===== src/hdl/oad_pkg.sv =====
// Shared types, constants and helper functions for the oriented box anchor decoder.
`default_nettype none
package oad_pkg;

  localparam int MAX_CLASSES  = 256;
  localparam int OBJ_CAP      = 1024;
  localparam int CORDIC_STEPS = 20;
  localparam int QDEPTH       = 2;

  localparam logic [1:0] MODE_START = 2'd0;
  localparam logic [1:0] MODE_COEF  = 2'd1;
  localparam logic [1:0] MODE_PRED  = 2'd2;

  typedef struct packed {
    logic [8:0]  class_count;
    logic [16:0] score_threshold;
    logic [10:0] object_limit;
  } cfg_t;

  typedef struct packed {
    logic signed [31:0] bx;
    logic signed [31:0] by;
    logic signed [31:0] bw;
    logic signed [31:0] bh;
    logic signed [31:0] angle;
    logic signed [31:0] score;
    logic [7:0]         cls;
    logic signed [31:0] ma;
    logic signed [31:0] mb;
    logic signed [31:0] mc;
    logic signed [31:0] md;
    logic signed [31:0] me;
    logic signed [31:0] mf;
  } job_t;

  typedef struct packed {
    logic signed [31:0] center_x;
    logic signed [31:0] center_y;
    logic [30:0]        box_width;
    logic [30:0]        box_height;
    logic signed [31:0] box_angle;
    logic signed [31:0] confidence;
    logic [7:0]         label;
  } res_t;

  function automatic logic signed [31:0] sat32(input logic signed [49:0] v);
    logic signed [31:0] r;
    if (v > 50'sd2147483647) r = 32'sh7FFFFFFF;
    else if (v < -50'sd2147483648) r = 32'sh80000000;
    else r = v[31:0];
    return r;
  endfunction

  // Truncated arctangent table in Q2.30
  function automatic logic [29:0] atan_q30(input logic [4:0] i);
    logic [29:0] r;
    case (i)
      5'd0:  r = 30'd843314856;
      5'd1:  r = 30'd497837829;
      5'd2:  r = 30'd263043836;
      5'd3:  r = 30'd133525158;
      5'd4:  r = 30'd67021686;
      5'd5:  r = 30'd33543515;
      5'd6:  r = 30'd16775850;
      5'd7:  r = 30'd8388437;
      5'd8:  r = 30'd4194282;
      5'd9:  r = 30'd2097149;
      5'd10: r = 30'd1048575;
      5'd11: r = 30'd524287;
      5'd12: r = 30'd262143;
      5'd13: r = 30'd131071;
      5'd14: r = 30'd65535;
      5'd15: r = 30'd32767;
      5'd16: r = 30'd16383;
      5'd17: r = 30'd8191;
      5'd18: r = 30'd4095;
      5'd19: r = 30'd2047;
      default: r = 30'd0;
    endcase
    return r;
  endfunction

endpackage
`default_nettype wire


===== src/hdl/oad_queue.sv =====
// Short job queue between the front end and the decode engine.
`default_nettype none
module oad_queue (
  input  wire logic          clk_i,
  input  wire logic          rst_ni,
  input  wire logic          push_i,
  input  wire oad_pkg::job_t data_i,
  output logic               full_o,
  input  wire logic          pop_i,
  output logic               valid_o,
  output oad_pkg::job_t      data_o
);
  import oad_pkg::*;

  localparam int PW = (QDEPTH > 1) ? $clog2(QDEPTH) : 1;
  localparam int CW = $clog2(QDEPTH + 1);

  job_t          mem_q [QDEPTH];
  logic [PW-1:0] wr_q, rd_q;
  logic [CW-1:0] cnt_q;

  assign full_o  = cnt_q == CW'(QDEPTH);
  assign valid_o = cnt_q != '0;
  assign data_o  = mem_q[rd_q];

  always_ff @(posedge clk_i) begin
    if (push_i) mem_q[wr_q] <= data_i;
  end

  always_ff @(posedge clk_i or negedge rst_ni) begin
    if (!rst_ni) begin
      wr_q  <= '0;
      rd_q  <= '0;
      cnt_q <= '0;
    end else begin
      if (push_i) wr_q <= (wr_q == PW'(QDEPTH - 1)) ? '0 : wr_q + PW'(1);
      if (pop_i)  rd_q <= (rd_q == PW'(QDEPTH - 1)) ? '0 : rd_q + PW'(1);
      if (push_i && !pop_i) cnt_q <= cnt_q + CW'(1);
      else if (pop_i && !push_i) cnt_q <= cnt_q - CW'(1);
    end
  end

  a_no_overflow: assert property (@(posedge clk_i) disable iff (!rst_ni)
    !(push_i && full_o && !pop_i)) else $error("queue push while full");
  a_no_underflow: assert property (@(posedge clk_i) disable iff (!rst_ni)
    !(pop_i && !valid_o)) else $error("queue pop while empty");
  a_fill: assert property (@(posedge clk_i) disable iff (!rst_ni)
    (push_i && !pop_i && !full_o) |=> (cnt_q == $past(cnt_q) + CW'(1)))
    else $error("queue count did not advance");

endmodule
`default_nettype wire


===== config.mk =====
export PLATFORM = sky130hd
export DESIGN_NAME = oad_queue
export DESIGN_NICKNAME = d
export VERILOG_FILES = /design/src/hdl/oad_pkg.sv /design/src/hdl/oad_queue.sv
export SDC_FILE = /design/constraint.sdc
export NUM_CORES = 1
export LEC_CHECK = 0
export ABC_AREA = 1
export CORE_AREA = 2 2 309 311
export CTS_CLUSTER_SIZE = 30
export DETAILED_ROUTE_END_ITERATION = 6
export DIE_AREA = 0 0 311 313
export DONT_BUFFER_PORTS = 1
export PLACE_DENSITY = 0.53
export SLEW_MARGIN = 20
export SYNTH_ARGS = -nofsm -noshare
export SYNTH_HDL_FRONTEND = slang
export SYNTH_SLANG_ARGS = --single-unit
export TNS_END_PERCENT = 100

===== constraint.sdc =====
create_clock -name clk_i -period 20.5 [get_ports clk_i]
set_input_delay 1.025 -clock clk_i [delete_from_list [all_inputs] [get_ports clk_i]]
set_output_delay 1.025 -clock clk_i [all_outputs]
set_load 0.02 [all_outputs]

Yosys cells after proc, flatten, opt, wreduce, memory -nomap -nowiden
Memories as Yosys holds them, arrays and structs flattened.
Index checks and enable logic that the tools add are counted.
Operators by class
  reduce and logical (&&, ||, !) cells: 6
  $add $sub $neg: 4
  mux-type cells: 6
  equality and inequality tests: 1
Operators with widths (number)
  $mux W1: 4
  $mux W2: 2
  $reduce_bool A2 Y1: 2
  $add A1 B1 Y1 const B: 2
  $add A2 B1 Y2 const B: 1
  $eq A2 B2 Y1 const B: 1
  $logic_and A1 B1 Y1: 2
  $logic_not A1 Y1: 2
  $sub A2 B1 Y2 const B: 1
Storage, ports and cells
  logic and storage cells: 21
  input bits: 396
  RAM bits: 784
  memories kept: 1
  register bits: 4
  output and inout bits: 394
Memories
  mem_q: depth 2, width 392, rd ports 1, clocked after Yosys merged registers in 0, write ports 1, RTL line oad_queue.sv:18  | job_t mem_q [QDEPTH];

Longest topological paths before layout
  depth in word-level cells: 4
  gate-level depth with buffers: 7
  gate-level depth less buffers: 7

Least setup slack after synthesis
Ideal clock, no wire load.
  path kind: input-to-reg
  start: input port push_i
  end: memory mem_q[0][0] in the netlist's numbering, enable pin
  data arrival time: 17432 ps
  stages on the path: 2
  required time: 19334 ps
  path buffers: 0
  setup slack: 1902 ps
  library setup time: 1166 ps
  path through: inv_1 > nor2_1
On the way
  word-level cells in the longest chain between the ends: 2
RTL lines
  start, declared: RTL line oad_queue.sv:6  | input wire logic push_i,
  $mux W1: RTL line oad_queue.sv:27  | if (push_i) mem_q[wr_q] <= data_i;
  $mux W1 (implied by the code): RTL line oad_queue.sv:27
  end, declared: RTL line oad_queue.sv:18
Every way passes these cells.

==> results by group <==
Floorplan
  • Die width: 311 um
  • Die area: 97300 um^2
  • Core Area: 94200 um^2
  • Die H: 313 um
  • Total I/O pin count: 790
  • Starting Density: 0.320
  • Row count: 113

Setup path
  • CP startpoint: rd_q
  • Reg2reg end: mem_q[1][13]
  • Register-to-Register Path Depth: 4
  • Slowest-stage cell, CP: dfrtp_4
  • Crit path DAT: 3920 ps
  • Reg2reg start: wr_q
  • Critical-path cell list: buf_4 > buf_4 > mux2_4
  • CP endpoint kind: output pin
  • CP required: 19480 ps
  • FF-to-FF setup slack: 17270 ps
  • Critical path class: reg -> out
  • Worst path most repeated cell: buf_4
  • Worst-path fanout max: 60
  • Max incr delay on CP: 950 ps
  • Buf+Inv Stages, Crit Path: 2
  • Worst path top cell family by delay: buffers and inverters
  • Stages on worst setup path: 3
  • Setup crit start kind: flop

STA
  • Clock Skews: 23.1 ps
  • Unrepaired setup endpoints after global routing: false
  • Fin crit share: 0.241
  • Setup TNS Final: 0 ps
  • Max Slew Vio Count: 0
  • Relative slew slack: 0.282
  • Fin Hold WS: 441 ps
  • Highest clock rate: 0.202 GHz
  • Measured slew at the worst slew-check pin: 1080 ps
  • Final hold viol count: 0
  • Post-layout minimum cycle time: 4940 ps
  • Final setup viols: 0

Global routing
  • Grt total ovfl: 0
  • Met3 track demand over resource: 0.0778
  • Aggregate global-route resource usage: 0.131
  • Vias in the first global route: 12600
  • Met2 Track Usage GR: 0.241
  • Antenna violations before repair: 3
  • GR Layer Usage met1: 0.113
  • Gr busiest metal: met2
  • Largest net degree at the start of global routing: 119
  • Global-route wire length before repair: 91900 um

Place
  • Routability Congestion: 0.820
  • IO buf count: 0
  • Post-DP HPWL: 46400 um

Power
  • Pleak: 12.0 nW
  • IR drop worst, VDD: 106 uV
  • Pwr Density: 157 nW/um^2

Finish
  • Share of layout cells above drive strength 1: 0.388
  • Register area: 23600 um^2
  • Synth-to-Final Area Change: 13.0%
  • Filler cells: 8696
  • Layout Nets: 1702
  • Multi-input logic area: 5890 um^2

Drt
  • Via density per instance: 4.44
  • DRT Pass-1 Iters: 4
  • Via Count: 11700
  • Wire per inst: 25.2 um
  • DRC errors left: 0
  • DRT iter0 DRCs: 984
  • Routed wire length: 66500 um
  • Detail Route Antenna Nets: 0

Min path
  • HP Start: pop_i
  • Hold path cells: 1
  • Hold Path Sink: rd_q
  • Hold WC Path Type: in -> reg

Clocking
  • Clk root buf: clkbuf_16
  • Htree depth: 3
  • Clock Latency Late Sink: 650 ps
  • CTS tree: built
  • # clock sinks: 788
  • CTS resizes: 0
  • TritonCTS buffer count: 84
  • Clk buf depth: 3
  • Post-CTS Setup Bufs: 0
  • Clock transition at path regs: 60 ps

Logic synthesis
  • Syn nets: 1642
  • Number of distinct library cells after synthesis: 16
  • Mapped Avg Cell Area: 24.2 um^2
  • Sequential cell area fraction in the yosys report: 0.786
  • Syn Std Cell Area: 30100 um^2
  • Mapped Cells: 1245
  • Register bit total from synthesis: 788
  • Synthesis Warnings: 0

Job
  • MaxCap Viol Count: 0

Run status
  • Result of the run: finished, final reports clean
cell type report:
| cell class | count | area share |
|---|---|---|
| flip-flops and latches | 788 | 0.695 |
| multi-input cells | 406 | 0.173 |
| clock buffers | 107 | 0.0668 |
| well taps | 1265 | 0.0465 |
| clock inverters | 44 | 0.0127 |
| repair buffers | 18 | 0.00441 |
| inverters | 7 | 0.000993 |
| diodes | 2 | 0.000147 |
through the flow:
stage	cells	total power (W)	utilization	setup WS (ps)	cell area, um^2
2_1_floorplan	1245	0.00386	-	1900	30100
3_3_place_gp	2483	0.00391	0.332	16320	31300
3_5_place_dp	2483	0.00393	0.332	16200	31300
4_1_cts	2635	0.00542	0.361	15480	34000
5_1_grt	2637	0.00554	0.361	15330	34000
6_report	2637	0.00533	0.361	15560	34000
routing by layer:
| layer | routed length (um) | share of wire |
|---|---|---|
| met5 | 17 | 0.00026 |
| met4 | 2250 | 0.034 |
| met3 | 8540 | 0.13 |
| met2 | 35800 | 0.54 |
| met1 | 19900 | 0.30 |
state kept, by name, indices dropped and copies added (netlist names):
signal / count
rd_q: 1
cnt_q: 2
wr_q: 1
mem_q: 784
where the power goes:
group | internal, W | switching (W)
sequential | 0.00214 | 0.000101
clock | 0.000853 | 0.000614
combinational | 0.000605 | 0.00102
cell families (layout without fill, tap and decap cells):
| kind of cell | after synthesis | after routing | share of synthesized area |
|---|---|---|---|
| flip-flops | 788 | 788 | 0.786 |
| multiplexers | 392 | 392 | 0.193 |
| buffers and inverters | 51 | 176 | 0.0189 |
| AND/OR/NAND/NOR | 10 | 10 | 0.00137 |
| XOR/XNOR | 3 | 3 | 0.000873 |
| adder cells (fa/ha/maj) | 1 | 1 | 0.000416 |
| other | 0 | 2 | 0 |
synth_stat cells:
library cell	number	area share
nand2_1	6	0.00075
buf_8	11	0.0055
nor2_1	2	0.00025
inv_1	7	0.00087
dfrtp_1	4	0.0033
edfxtp_1	784	0.78
nand3_1	1	0.00017
xor2_1	2	0.00058
ha_1	1	0.00042
buf_6	29	0.011
buf_12	2	0.0013
nand4_1	1	0.00021
buf_2	2	0.00033
mux2_4	370	0.18
mux2_2	22	0.0082
xnor2_1	1	0.00029
placed cells by master, fill, tap and decap left out, types with 4 or more instances in the layout:
master,Yosys,final
buf_4,0,16
bufinv_16,0,5
clkbuf_1,0,17
clkbuf_16,0,86
clkbuf_8,0,4
clkinv_1,0,14
clkinv_2,0,11
clkinvlp_4,0,5
edfxtp_1,784,784
inv_1,7,6
mux2_2,22,22
mux2_4,370,370
nand2_1,6,6
worst max-delay path by stage:
stage	to
4_1_cts	data_o[112]
3_5_place_dp	data_o[112]
5_1_grt	data_o[112]
2_1_floorplan	mem_q[0][0]
6_report	data_o[112]
3_3_place_gp	data_o[152]
what timing repair did:
item | 4_1_cts | 5_1_grt
hold buffers | 1 | 0
endpoints found under the hold margin | 4 | 0
endpoints found under the setup margin | 0 | 0
Note: power is estimated with default switching activity, not from simulation.
