--- src/hdl/oad_pkg.sv ---
// Shared types, constants and helper functions for the oriented box anchor decoder.
`default_nettype none
package oad_pkg;

  localparam int MAX_CLASSES  = 256;
  localparam int OBJ_CAP      = 1024;
  localparam int CORDIC_STEPS = 20;
  localparam int QDEPTH       = 2;

  localparam logic [1:0] MODE_START = 2'd0;
  localparam logic [1:0] MODE_COEF  = 2'd1;
  localparam logic [1:0] MODE_PRED  = 2'd2;

  typedef struct packed {
    logic [8:0]  class_count;
    logic [16:0] score_threshold;
    logic [10:0] object_limit;
  } cfg_t;

  typedef struct packed {
    logic signed [31:0] bx;
    logic signed [31:0] by;
    logic signed [31:0] bw;
    logic signed [31:0] bh;
    logic signed [31:0] angle;
    logic signed [31:0] score;
    logic [7:0]         cls;
    logic signed [31:0] ma;
    logic signed [31:0] mb;
    logic signed [31:0] mc;
    logic signed [31:0] md;
    logic signed [31:0] me;
    logic signed [31:0] mf;
  } job_t;

  typedef struct packed {
    logic signed [31:0] center_x;
    logic signed [31:0] center_y;
    logic [30:0]        box_width;
    logic [30:0]        box_height;
    logic signed [31:0] box_angle;
    logic signed [31:0] confidence;
    logic [7:0]         label;
  } res_t;

  function automatic logic signed [31:0] sat32(input logic signed [49:0] v);
    logic signed [31:0] r;
    if (v > 50'sd2147483647) r = 32'sh7FFFFFFF;
    else if (v < -50'sd2147483648) r = 32'sh80000000;
    else r = v[31:0];
    return r;
  endfunction

  // Truncated arctangent table in Q2.30
  function automatic logic [29:0] atan_q30(input logic [4:0] i);
    logic [29:0] r;
    case (i)
      5'd0:  r = 30'd843314856;
      5'd1:  r = 30'd497837829;
      5'd2:  r = 30'd263043836;
      5'd3:  r = 30'd133525158;
      5'd4:  r = 30'd67021686;
      5'd5:  r = 30'd33543515;
      5'd6:  r = 30'd16775850;
      5'd7:  r = 30'd8388437;
      5'd8:  r = 30'd4194282;
      5'd9:  r = 30'd2097149;
      5'd10: r = 30'd1048575;
      5'd11: r = 30'd524287;
      5'd12: r = 30'd262143;
      5'd13: r = 30'd131071;
      5'd14: r = 30'd65535;
      5'd15: r = 30'd32767;
      5'd16: r = 30'd16383;
      5'd17: r = 30'd8191;
      5'd18: r = 30'd4095;
      5'd19: r = 30'd2047;
      default: r = 30'd0;
    endcase
    return r;
  endfunction

endpackage
`default_nettype wire

--- src/hdl/oad_front.sv ---
// Front end: takes input beats, tracks rows, argmax, threshold and object cap.
`default_nettype none
module oad_front (
  input  wire logic          clk_i,
  input  wire logic          rst_ni,
  input  wire oad_pkg::cfg_t cfg_i,
  input  wire logic          in_valid_i,
  output logic               in_ready_o,
  input  wire logic [1:0]    mode_i,
  input  wire logic [2:0]    coef_index_i,
  input  wire logic [31:0]   value_i,
  input  wire logic          q_full_i,
  output logic               push_o,
  output oad_pkg::job_t      job_o
);
  import oad_pkg::*;

  logic [8:0]             row_q;
  logic signed [31:0]     best_q;
  logic [7:0]             cls_q;
  logic [10:0]            emit_q;
  logic [3:0][31:0]       box_q;
  logic [5:0][31:0]       mat_q;

  logic                   acc;
  logic [8:0]             cc;
  logic [10:0]            lim;
  logic                   in_box, in_cls, kept;
  logic signed [31:0]     v;

  assign in_ready_o = !q_full_i;
  assign acc = in_valid_i && in_ready_o;
  assign v = $signed(value_i);

  always_comb begin
    if (cfg_i.class_count == 9'd0) cc = 9'd1;
    else if (cfg_i.class_count > 9'(MAX_CLASSES)) cc = 9'(MAX_CLASSES);
    else cc = cfg_i.class_count;
    if (cfg_i.object_limit > 11'(OBJ_CAP)) lim = 11'(OBJ_CAP);
    else lim = cfg_i.object_limit;
  end

  assign in_box = row_q < 9'd4;
  assign in_cls = {1'b0, row_q} < (10'd4 + {1'b0, cc});
  assign kept = !(best_q < $signed({16'd0, cfg_i.score_threshold})) && (emit_q < lim);
  assign push_o = acc && (mode_i == MODE_PRED) && !in_box && !in_cls && kept;

  always_comb begin
    job_o.bx    = $signed(box_q[0]);
    job_o.by    = $signed(box_q[1]);
    job_o.bw    = $signed(box_q[2]);
    job_o.bh    = $signed(box_q[3]);
    job_o.angle = v;
    job_o.score = best_q;
    job_o.cls   = cls_q;
    job_o.ma    = $signed(mat_q[0]);
    job_o.mb    = $signed(mat_q[1]);
    job_o.mc    = $signed(mat_q[2]);
    job_o.md    = $signed(mat_q[3]);
    job_o.me    = $signed(mat_q[4]);
    job_o.mf    = $signed(mat_q[5]);
  end

  always_ff @(posedge clk_i or negedge rst_ni) begin
    if (!rst_ni) begin
      row_q  <= '0;
      best_q <= '0;
      cls_q  <= '0;
      emit_q <= '0;
      box_q  <= '0;
      mat_q  <= '0;
    end else if (acc) begin
      case (mode_i)
        MODE_START: begin
          row_q  <= '0;
          best_q <= '0;
          cls_q  <= '0;
          emit_q <= '0;
        end
        MODE_COEF: begin
          if (coef_index_i < 3'd6) mat_q[coef_index_i] <= value_i;
        end
        MODE_PRED: begin
          if (in_box) begin
            box_q[row_q[1:0]] <= value_i;
            row_q <= row_q + 9'd1;
          end else if (in_cls) begin
            if (row_q == 9'd4 || v > best_q) begin
              best_q <= v;
              cls_q  <= 8'(row_q - 9'd4);
            end
            row_q <= row_q + 9'd1;
          end else begin
            // angle slot closes the row
            row_q <= '0;
            if (kept) emit_q <= emit_q + 11'd1;
          end
        end
        default: ;
      endcase
    end
  end

endmodule
`default_nettype wire

--- config.mk ---
export PLATFORM = sky130hd
export DESIGN_NAME = oad_front
export DESIGN_NICKNAME = d
export VERILOG_FILES = /design/src/hdl/oad_pkg.sv /design/src/hdl/oad_front.sv
export SDC_FILE = /design/constraint.sdc
export NUM_CORES = 1
export LEC_CHECK = 0
export ABC_AREA = 1
export BUFFER_PORTS_ARGS = -buffer_cell sky130_fd_sc_hd__buf_4
export CORE_MARGIN = 2
export CORE_UTILIZATION = 36
export DETAILED_ROUTE_END_ITERATION = 7
export PLACE_DENSITY = 0.67
export SYNTH_ARGS = -nofsm -noshare
export SYNTH_HDL_FRONTEND = slang
export SYNTH_SLANG_ARGS = --single-unit
--- constraint.sdc ---
create_clock -name clk_i -period 11.35 [get_ports clk_i]
set_input_delay 2.8375 -clock clk_i [delete_from_list [all_inputs] [get_ports clk_i]]
set_output_delay 2.8375 -clock clk_i [all_outputs]
set_load 0.05 [all_outputs]
==> Word level (Yosys, flattened, before mapping) <==
Cells that the tools add are included.
Widths: inputs -> output; s select.
{ "word_totals": {"reg_bits": 380, "inputBits": 78, "out_inout_bits": 394, "elab_cells": 83} }
{ "classes": {"add_sub_neg": 4, "n_lt_le_gt_ge": 12, "n_eq_ne": 8, "n_mux": 24, "n_reduce_logical": 21} }
{ "ops": {"columns": ["cell", "n"], "rows": [
  ["$bwmux 192", 1],
  ["$mux 32", 5],
  ["$bwmux 128", 1],
  ["$demux 32 s3", 1],
  ["$demux 32 s2", 1],
  ["$pmux 32 s2", 1],
  ["$mux 11", 4],
  ["$mux 9", 4],
  ["$gt 32x32->1", 1],
  ["$lt 32x18->1", 1],
  ["$mux 8", 3],
  ["$pmux 11 s2", 1],
  ["$pmux 9 s2", 1],
  ["$pmux 8 s2", 1],
  ["$add 11x1->11 const B", 1],
  ["$gt 11x11->1 const B", 1],
  ["$lt 11x11->1", 1],
  ["$add 3x9->10 const A", 1],
  ["$lt 9x10->1", 1],
  ["$reduce_and 5->1", 2],
  ["$add 9x1->9 const B", 1],
  ["$eq 9x3->1 const B", 1],
  ["$gt 9x9->1 const B", 1],
  ["$logic_not 9->1", 1],
  ["other kinds (18)", 32]
]} }

==> Depth between registers and ports, before layout <==
{ "logic_depth": {"word_depth": 8, "ltp_mapped": 22, "mapped_depth_nobuf": 20} }

==> Least setup slack after synthesis <==
Ideal clock, no wire load.
{ "synth_timing": {"path_type": "input to output", "from": "input cfg_i[28] (netlist name)", "to": "output push_o", "arrival_ns": 5.155, "t_required_ns": 8.512, "path_slack_ns": 3.358, "stages": 16, "n_path_buf": 0, "path_cell_list": "nor2_1 nand2_1 nor2_1 nor2_1 nor2_1 ha_1 nand3_1 nor2_1 a21oi_1 ha_1 nand3_1 nor3_1 nand2_1 nand2_2 nand2_1 nor2_1"} }
{ "synth_via": {"elab_chain_len": 8, "word_cells_on_any_way": 9, "cone_classes": "add/sub (1); order compare (2); mux (2); reduce/logical (4)"} }
{ "synth_rtl": {"columns": ["item", "line", "source"], "rows": [
  ["from (decl)", "oad_front.sv:6", "input wire oad_pkg::cfg_t cfg_i,"],
  ["$gt 9x9->1", "oad_front.sv:37", "else if (cfg_i.class_count > 9'(MAX_CLASSES)) cc = 9'(MAX_CLASSES);"],
  ["$mux 9", "oad_front.sv:37", null],
  ["$mux 9 *", "oad_front.sv:36", "if (cfg_i.class_count == 9'd0) cc = 9'd1;"],
  ["$add 3x9->10 *", "oad_front.sv:44", "assign in_cls = {1'b0, row_q} < (10'd4 + {1'b0, cc});"],
  ["$lt 9x10->1 *", "oad_front.sv:44", null],
  ["$logic_not 1->1 *", "oad_front.sv:46", "assign push_o = acc && (mode_i == MODE_PRED) && !in_box && !in_cls && kept;"],
  ["$logic_and 1x1->1 * (2 in a row)", "oad_front.sv:46", null],
  ["to (decl)", "oad_front.sv:13", "output logic push_o,"]
]} }
Mark *: on every way between the ends. The rest lies on a longest branch, timed or not.

==> Worst setup path after layout <==
{ "layout_timing": {"from": "input cfg_i[34] (netlist name)", "to": "output push_o"} }
Same word-level chain as after synthesis.

==> metrics.cfg <==
[status]
outcome=finished, final reports clean

[clock_network]
h-tree-depth=2
cts_resized=0
clk_pin_slew_ns=0.05
cts_sinks=380
cts_root_buf=clkbuf_16
ctsHoldBuffers=0
cts_tree=built
postCtsSetupBuffers=0
clk_latency_ns=0.55
cts_buffer_depth=3
cts_buffers=41

[sta]
rsz0062_at_grt=false
post-route-period-util_pct=72.0
finalMaxSlewViolations=0
slew_headroom_pct=25.0
hold_viol=0
tns_ns=0
fin_worst_skew_ns=0.0191
worst_pin_slew_ns=1.13
clock.fmax_ghz=0.122
setup_viol=0
hold_ws_ns=0.481
final.min_clock_period_ns=8.17

[layout]
layout_commonest_cell=nand2_1
fill_cells=4484
final_layout_size_suffix_gt1_share_pct=25.3
diodes=0
fin_nets=2379
area_growth_pct=27.1
final_cell_mix=nand2_1 (512), buf_4 (475), dfrtp_1 (380)
fin_cells=2857
final_area_um2=21800

[route]
drcViolationCount=0
drtIter0Drc=1172
wl_um=55000
postRouteAntennaNets=0
routed_via_density=4.96
dr.pass1.iters=5
vias=14200
post_drt_wl_per_cell_um=19.3

[place]
globalplace.congestion=0.836
postPlaceCellArea_um2=20500
place_inst=2790
dp_hpwl_um=38600
numPortBuffers=471

[global_routing]
grt_max_degree=181
grtUsageTotal_pct=21.9
grt_pass1_wl_um=83800
overflow=0
grt_pass1_vias=13800
antenna_found_initial=0

[worst_hold_path]
min_path_type=reg -> reg

[flow_run]
maxCapViolCount=0

[synth]
yosys_register_bits=380
ys.warnings.count=0
syn-num-nets=2008
avgSynthCellArea_um2=9.24
synthCells=1855
synth_cell_types=40
synth.cell_area_um2=17100
seq_area_frac_synth_pct=55.5

[die]
placementRows=79
die_h_um=222
die_w_um=222
start_util_pct=36.6
design.die.area_um2=49300
core_um2=46800
ios=472

[worst_setup_path]
worstPathMaxFanout=5
crit_chain=buf_4 -> nor2_1 -> nand3_1 -> nor2_1 -> nor2_1 -> nor2_1 -> ha_1 -> nand3_1 -> nor2_1 -> a21oi_1 -> ha_1 -> nand3_1 -> inv_1 -> a211oi_1 -> nand2_2 -> nand2_1 -> nor2_1 -> buf_4
worst_setup_path_end_kind=primary output
r2r_slack_ns=7.99
critPathLaunchType=input port
crit_top_cell=nor2_1
slowest_stage=a211oi_1
worstPathArrival_ns=5.33
path_class=in -> out
crit_required_ns=8.51
max_stage_delay_ns=0.34

[power_and_ir_drop]
leakage_uw=0.0115
vdd_drop_max_mv=0.173
power.density_nw_per_um2=229

## synthesized netlist by cell type, drive strengths merged
cell type / instances / area share, %
o21ai: 333 / 9.9
nor4: 5 / 0.22
xor2: 17 / 0.87
nor2: 85 / 2.1
a21o: 3 / 0.13
a21oi: 36 / 1.2
ha: 75 / 5.5
nand2: 520 / 12
o21a: 3 / 0.13
a211oi: 1 / 0.044
buf: 95 / 4.4
o22ai: 1 / 0.037
clkbuf: 54 / 1.2
nand3: 72 / 2.2
nor3b: 1 / 0.044
inv: 135 / 3.0
and3: 1 / 0.037
nand4: 24 / 1.4
xnor2: 4 / 0.20
dfrtp: 380 / 56
nand3b: 1 / 0.044
a41oi: 1 / 0.051
nor3: 8 / 0.26
## per-stage QoR
stage	setup WS (ns)	power [µW]	utilization [%]
after global routing	2.85	5200	46.6
after CTS	3.19	5020	46.6
after detailed placement	3.20	3730	43.9
after global placement	3.31	3690	43.9
after floorplan	3.36	3070	-
final	3.18	4980	46.6
## layer usage
| metal | global-route usage (%) | wire, µm | up-vias |
|---|---|---|---|
| li1 | - | - | 6717 |
| met1 | 28.7 | 23500 | 6817 |
| met2 | 35.8 | 25800 | 551 |
| met3 | 5.42 | 4200 | 93 |
| met4 | 6.69 | 1520 | 0 |
| met5 | 0 | 0 | - |
## critical path: cells and delay by family
kind / cells / cell delay (ns)
AO/OA/AOI/OAI: 2 / 0.42
adder cells (fa/ha/maj): 2 / 0.50
buffers and inverters: 3 / 0.34
AND/OR/NAND/NOR: 11 / 1.23
## flip-flops by register name (all words and copies together) (netlist names)
register / cells
row_q: 9
best_q: 32
cls_q: 8
job_o: 320
emit_q: 11
## logic make-up after synthesis
logic type,count (synthesis),synth area share (%)
simple gates,717,17.9
flops,380,55.5
compound gates,378,11.4
buf+inv,284,8.60
fa+ha+maj,75,5.48
xor+xnor,21,1.07
## where the power goes
part	leakage (µW)	switching [µW]	internal (µW)
Combinational	0.00576	1390	524
Clock	0.000613	547	732
Sequential	0.00511	174	1610
## final cells by class
type                    count  area [µm²]  share of cell area [%]
clock buffers              56        1150                    5.30
clock inverters            11         100                   0.460
flip-flops and latches    380        9510                    43.7
inverters                 135         507                    2.33
well taps                 607         759                    3.49
repair buffers            477        3600                    16.5
multi-input cells        1191        6150                    28.2
## path summary, 6_finish.rpt
kind / startpoint / to / cells after the start
worst max register to register: best_q[27] / cls_q[3] / 16
worst max-delay path: cfg_i[34] / push_o / 18
max in group asynchronous: rst_ni / row_q[7] / 2
worst min-delay path: cls_q[0] / cls_q[0] / 2
worst min register to register: cls_q[0] / cls_q[0] / 2
min in group asynchronous: rst_ni / job_o[12] / 1
Note: power is estimated with default switching activity, not from simulation.
